--- config.mk ---
export PLATFORM = sky130hd
export DESIGN_NAME = fcf_tap_cell
export DESIGN_NICKNAME = d
export VERILOG_FILES = /design/src/fcf_pkg.sv /design/src/fcf_tap_cell.sv
export SDC_FILE = /design/constraint.sdc
export NUM_CORES = 2
export LEC_CHECK = 0
export BUFFER_PORTS_ARGS = -buffer_cell sky130_fd_sc_hd__buf_2
export CORE_MARGIN = 4
export CORE_UTILIZATION = 52
export CTS_CLUSTER_SIZE = 20
export DETAILED_ROUTE_END_ITERATION = 6
export PLACE_DENSITY = 0.7
export SLEW_MARGIN = 30
export SYNTH_ARGS = -nofsm -noshare
export SYNTH_HDL_FRONTEND = slang
export SYNTH_SLANG_ARGS = --single-unit
--- constraint.sdc ---
create_clock -name clock -period 21.5 [get_ports clock]
set_clock_uncertainty 0.2 [all_clocks]
set_input_delay 2.15 -clock clock [delete_from_list [all_inputs] [get_ports clock]]
set_output_delay 2.15 -clock clock [all_outputs]
set_load 0.03 [all_outputs]
--- src/fcf_pkg.sv ---
// Package for the framed complex FIR filter: shared widths, codes and word types.
// No dependencies; every other file of the block imports it.
package fcf_pkg;

   localparam int OUT_BITS   = 24;
   localparam int OUT_SHIFT  = 16;
   localparam int FRAME_W    = 16;
   localparam int TAPCNT_W   = 6;
   localparam int COEF_IDX_W = 5;
   localparam int REG_IDX_W  = 1;
   localparam int CSR_ADDR_W = 3;
   localparam int CSR_DATA_W = 32;

   localparam logic [FRAME_W-1:0]  FRAME_LEN_RESET = 16'd1000;
   localparam logic [TAPCNT_W-1:0] TAP_COUNT_RESET = 6'd24;

   // request word kinds
   localparam logic REQ_SAMPLE = 1'b0;
   localparam logic REQ_COEF   = 1'b1;

   // register indexes (byte address = 4 * index)
   localparam logic [REG_IDX_W-1:0] REG_FRAME_LEN = 1'b0;
   localparam logic [REG_IDX_W-1:0] REG_TAP_COUNT = 1'b1;

   typedef struct packed {
      logic valid;
      logic last;
   } fcf_tag_type;

   typedef struct packed {
      logic signed [OUT_BITS-1:0] out_i;
      logic signed [OUT_BITS-1:0] out_q;
      logic                       frame_last;
   } fcf_out_type;

endpackage

--- src/fcf_tap_cell.sv ---
// One tap cell: holds one I/Q history sample and one coefficient, passes the
// sample on to the next cell and registers both rail products. Depends on fcf_pkg.
module fcf_tap_cell #(
   parameter int SAMPLE_BITS = 16,
   parameter int COEF_BITS   = 18,
   parameter int IDX         = 0
) (
   input  logic                                      clock,
   input  logic                                      reset,
   input  logic                                      shift,
   input  logic                                      clear,
   input  logic signed [SAMPLE_BITS-1:0]             prev_i,
   input  logic signed [SAMPLE_BITS-1:0]             prev_q,
   input  logic                                      coef_we,
   input  logic [fcf_pkg::COEF_IDX_W-1:0]            coef_index,
   input  logic signed [COEF_BITS-1:0]               coef_value,
   input  logic [fcf_pkg::TAPCNT_W-1:0]              tap_count,
   output logic signed [SAMPLE_BITS-1:0]             hist_i,
   output logic signed [SAMPLE_BITS-1:0]             hist_q,
   output logic signed [SAMPLE_BITS+COEF_BITS-1:0]   prod_i,
   output logic signed [SAMPLE_BITS+COEF_BITS-1:0]   prod_q
);
   import fcf_pkg::*;

   localparam int PW = SAMPLE_BITS + COEF_BITS;

   logic signed [SAMPLE_BITS-1:0] hist_i_ff, hist_i_in;
   logic signed [SAMPLE_BITS-1:0] hist_q_ff, hist_q_in;
   logic signed [COEF_BITS-1:0]   tap_ff, tap_in;
   logic signed [PW-1:0]          prod_i_ff, prod_q_ff;
   logic                          tap_use;

   always_comb begin
      hist_i_in = hist_i_ff;
      hist_q_in = hist_q_ff;
      if (shift) begin
         // a new frame starts from empty history; the head cell takes the sample
         if (clear && IDX != 0) begin
            hist_i_in = '0;
            hist_q_in = '0;
         end else begin
            hist_i_in = prev_i;
            hist_q_in = prev_q;
         end
      end
   end

   assign tap_in  = (coef_we && 32'(coef_index) == IDX) ? coef_value : tap_ff;
   assign tap_use = 32'(tap_count) > IDX;

   always_ff @(posedge clock) begin
      if (reset) begin
         hist_i_ff <= '0;
         hist_q_ff <= '0;
         tap_ff    <= '0;
      end else begin
         hist_i_ff <= hist_i_in;
         hist_q_ff <= hist_q_in;
         tap_ff    <= tap_in;
      end
   end

   always_ff @(posedge clock) begin
      prod_i_ff <= tap_use ? PW'(hist_i_in * tap_ff) : '0;
      prod_q_ff <= tap_use ? PW'(hist_q_in * tap_ff) : '0;
   end

   assign hist_i = hist_i_ff;
   assign hist_q = hist_q_ff;
   assign prod_i = prod_i_ff;
   assign prod_q = prod_q_ff;

endmodule

==> metrics.md <==
| Metric | Value |
|---|---|
| Synth Flop Type | `dfxtp_1` |
| Share of cells above drive strength 1 | `0.0963` |
| CP max FO | `34` |
| DP HPWL | `46100 µm` |
| Reg-to-reg slack, setup | `14.28 ns` |
| PortBufs | `164` |
| Worst r2r dst | `prod_i[32]` |
| Leak | `14.5 nW` |
| Gate count after technology mapping | `2704` |
| Die area | `between 0.05 and 0.06 mm²` |
| CP delay by family, top | `adder cells` |
| Router iterations before antenna repair | `5` |
| Root Driver | `clkbuf_16` |
| Die Ht | `228 µm` |
| Max incr delay on CP | `0.64 ns` |
| Post-synth top area share | `0.460` |
| Number of synthesized flops with an enable pin | `0` |
| CTS Buf Count | `17` |
| YS warnings | `0` |
| CTS tree | `yes` |
| Final Max Slew Viols | `0` |
| Post-Syn Area per Cell | `between 9 and 10 µm²` |
| Worst hold path type | `reg -> reg` |
| DRT iter0 DRCs | `941` |
| Vias per inst | `5.30` |
| CP required | `21.67 ns` |
| CTS max path bufs | `2` |
| Nets | `3630` |
| Overall track demand over capacity in global routing | `0.241` |
| CP arrival | `about 9.4 ns` |
| Fin worst setup slack | `12.29 ns` |
| Critical Path Start | `shift` |
| Post-synthesis net count | `approximately 3500` |
| DRT Wirelength | `59100 µm` |
| Tcrit/Tclk final | `0.428` |
| Synth unique cells | `63` |
| Synthesized area | `0.0253 mm²` |
| DRC viols | `0` |
| I/O Pins | `166` |
| Tot Pwr | `between 700 and 800 µW` |
| Starting Density | `0.528` |
| Reg2Reg Depth | `21` |
| Worst Min Path Start | `hist_q[0]` |
| Setup violators final | `0` |
| Cell taking the most area after synthesis | `fa_1` |
| Max cap viols | `0` |
| Worst relative slew slack | `0.470` |
| Core box area | `0.0478 mm²` |
| GP Congestion | `~0.85` |
| Outcome | `complete, no violations` |
| Startpoint types | `primary input` |
| Final hold vios | `0` |
| Filler cells | `4289` |
| CTS sink count | `118` |
| PostCTS Resize Cnt | `0` |
| Worst Hold Depth | `3` |
| Post-synthesis sequential area ratio | `0.0935` |
| Pin count of the biggest net entering global routing | `58` |
| Crit path top cell by count | `fa_1` |
| Skew-Pair Late Insertion Delay | `approximately 0.49 ns` |
| CP Capture Type | `register` |
| Ys async rst share | `0` |
| H-tree lvl count | `4` |
| Post-CTS setup buffer count | `0` |
| PD cells | `28.2 mW/mm²` |
| Total vias in the final route | `18200` |
| Cell at the slowest stage of the critical path | `mux2_2` |
| Flops & latches, synth | `118` |
| Vias in the first global route | `between 20000 and 25000` |
| Measured slew at the worst slew-check pin | `about 0.8 ns` |
| Pre-CTS setup slack | `roughly 12 ns` |
| Worst VDD drop | `0.0000537 V` |
| Critical-path cell list | `buf_2 > mux2_2 > nand2_1 > fa_1 > inv_1 > fa_1 > inv_1 > fa_1 > inv_1 > fa_1 > fa_1 > inv_1 > fa_1 > inv_1 > ha_1 > and3_1 > a221o_1 > a2111o_1 > a21bo_1 > nand2_4 > o31ai_4 > a31oi_2 > nor4_1 > a221o_1` |
| Worst path bufs/invs | `6` |
| CTS Hold Bufs | `0` |
| GRT Residual Overflow | `0` |
| Reg clk slew, reported paths | `0.06 ns` |
| Area growth from synthesis to layout | `7.92%` |
| Remaining antenna violation count | `0` |
| Setup CP Type | `in -> reg` |
| Initial antenna violation count | `0` |
| Avg WL per Cell | `17.2 µm` |
| Cells after DPL | `3408` |
| Setup TNS | `0 ns` |
| Worst R2R Start | `tap_ff[14]` |
| Row cnt | `80` |
| Synth top area cells | `fa_1 (46%), inv_1 (9.4%), dfxtp_1 (9.3%)` |
| First-pass GRT wire length | `between 100000 and 150000 µm` |
| Hold_ws | `between 0.5 and 0.6 ns` |
| Final Non-Filler Cells | `~3400` |
| RSZ-0062 raised after global routing | `no` |
| Die width | `228 µm` |
| Tmin final | `9.21 ns` |
| Hold endpoint | `hist_q[0]` |
| Maximum clock rate | `109 MHz` |
-- placed cells by master, fill, tap and decap left out, types with 11 or more instances in the layout --
cell	synthesis	final
a21o_1	32	32
a21oi_1	45	45
and2_1	142	142
buf_2	2	163
buf_4	0	33
clkbuf_16	0	17
dfxtp_1	118	118
fa_1	580	580
ha_1	172	172
inv_1	635	635
mux2_2	21	21
mux2i_1	35	35
nand2_1	280	280
nand2b_1	22	22
nor2_1	125	125
nor2b_1	169	169
nor3_1	16	16
o21ai_0	17	17
or2_2	11	11
xnor2_1	40	40
xor2_1	25	25
-- worst register-to-register path, stage by stage (launching register included) --
cell	delay, ns
dfxtp_1	0.81
buf_4	0.36
nand2_1	0.12
fa_1	0.52
fa_1	0.52
fa_1	0.52
inv_1	0.06
fa_1	0.46
fa_1	0.52
inv_1	0.05
fa_1	0.53
inv_1	0.06
ha_1	0.38
and4_1	0.29
a211oi_1	0.06
a2111oi_0	0.53
a21o_1	0.31
nor2b_1	0.27
o41ai_2	0.13
o21ai_1	0.19
xnor2_1	0.14
nor2_1	0.05
-- sequential cells by signal (all words and copies together), names as in the netlist --
| name | count |
|---|---|
| tap_ff | 18 |
| prod_i | 34 |
| hist_q | 16 |
| hist_i | 16 |
| prod_q | 34 |
-- how the worst max path moves through the flow --
stage	endpoint	slack [ns]	depth (start not counted)
5_1_grt	prod_i[32]	11.91	21
3_3_place_gp	prod_i[33]	11.95	24
2_1_floorplan	prod_i[33]	12.12	27
4_1_cts	prod_i[32]	12.34	21
6_report	prod_i[33]	12.29	24
3_5_place_dp	prod_i[32]	11.83	21
-- stage by stage --
step           cell area, µm²   util
6_report                27300  0.570
5_1_grt                 27300  0.570
4_1_cts                 27300  0.570
3_5_place_dp            26700  0.558
3_3_place_gp            26700  0.558
2_1_floorplan           25300      -
-- metal layers --
layer  GRT usage  wire, µm
met1       0.322     25000
met2       0.404     29100
met3      0.0461      3640
met4      0.0674      1410
met5           0         0
-- kinds of logic after synthesis --
| kind of cell | count (synthesis) | share of synthesized area |
|---|---|---|
| AO/OA/AOI/OAI | 163 | 0.0461 |
| XOR/XNOR | 65 | 0.0225 |
| adder cells (fa/ha/maj) | 752 | 0.545 |
| buffers and inverters | 742 | 0.110 |
| flip-flops | 118 | 0.0935 |
| multiplexers | 56 | 0.0232 |
| AND/OR/NAND/NOR | 808 | 0.160 |
-- synthesized netlist by cell type (3+ instances only) --
library cell	count
a211o_1	3
a211oi_1	6
a21o_1	32
a21oi_1	45
a221o_1	3
a221oi_1	3
and2_1	142
and3_1	9
buf_1	15
clkbuf_1	90
dfxtp_1	118
fa_1	580
ha_1	172
inv_1	635
mux2_2	21
mux2i_1	35
nand2_1	280
nand2b_1	22
nand3_1	9
nand4_1	6
nor2_1	125
nor2b_1	169
nor3_1	16
nor3b_1	4
o211ai_1	3
o21a_1	10
o21ai_0	17
o21ai_1	6
o21bai_1	8
or2_2	11
or3_1	6
xnor2_1	40
xor2_1	25
-- power breakdown --
group          total [mW]  switching, mW  leakage (nW)  internal [mW]
combinational       0.236          0.157          13.3         0.0793
sequential          0.240        0.00476         0.971          0.236
clock               0.292          0.131         0.268          0.161
total               0.768          0.293          14.5          0.476
-- final cells by class --
class	count	area, µm²	share of cell area
clock buffers	17	425	0.0156
well taps	615	769	0.0282
repair buffers	196	1060	0.0390
multi-input cells	1844	20100	0.738
clock inverters	15	144	0.00528
flip-flops and latches	118	2360	0.0866
diodes	1	2.50	0.0000918
inverters	635	2380	0.0874
Power figures use the tool's default switching activity.
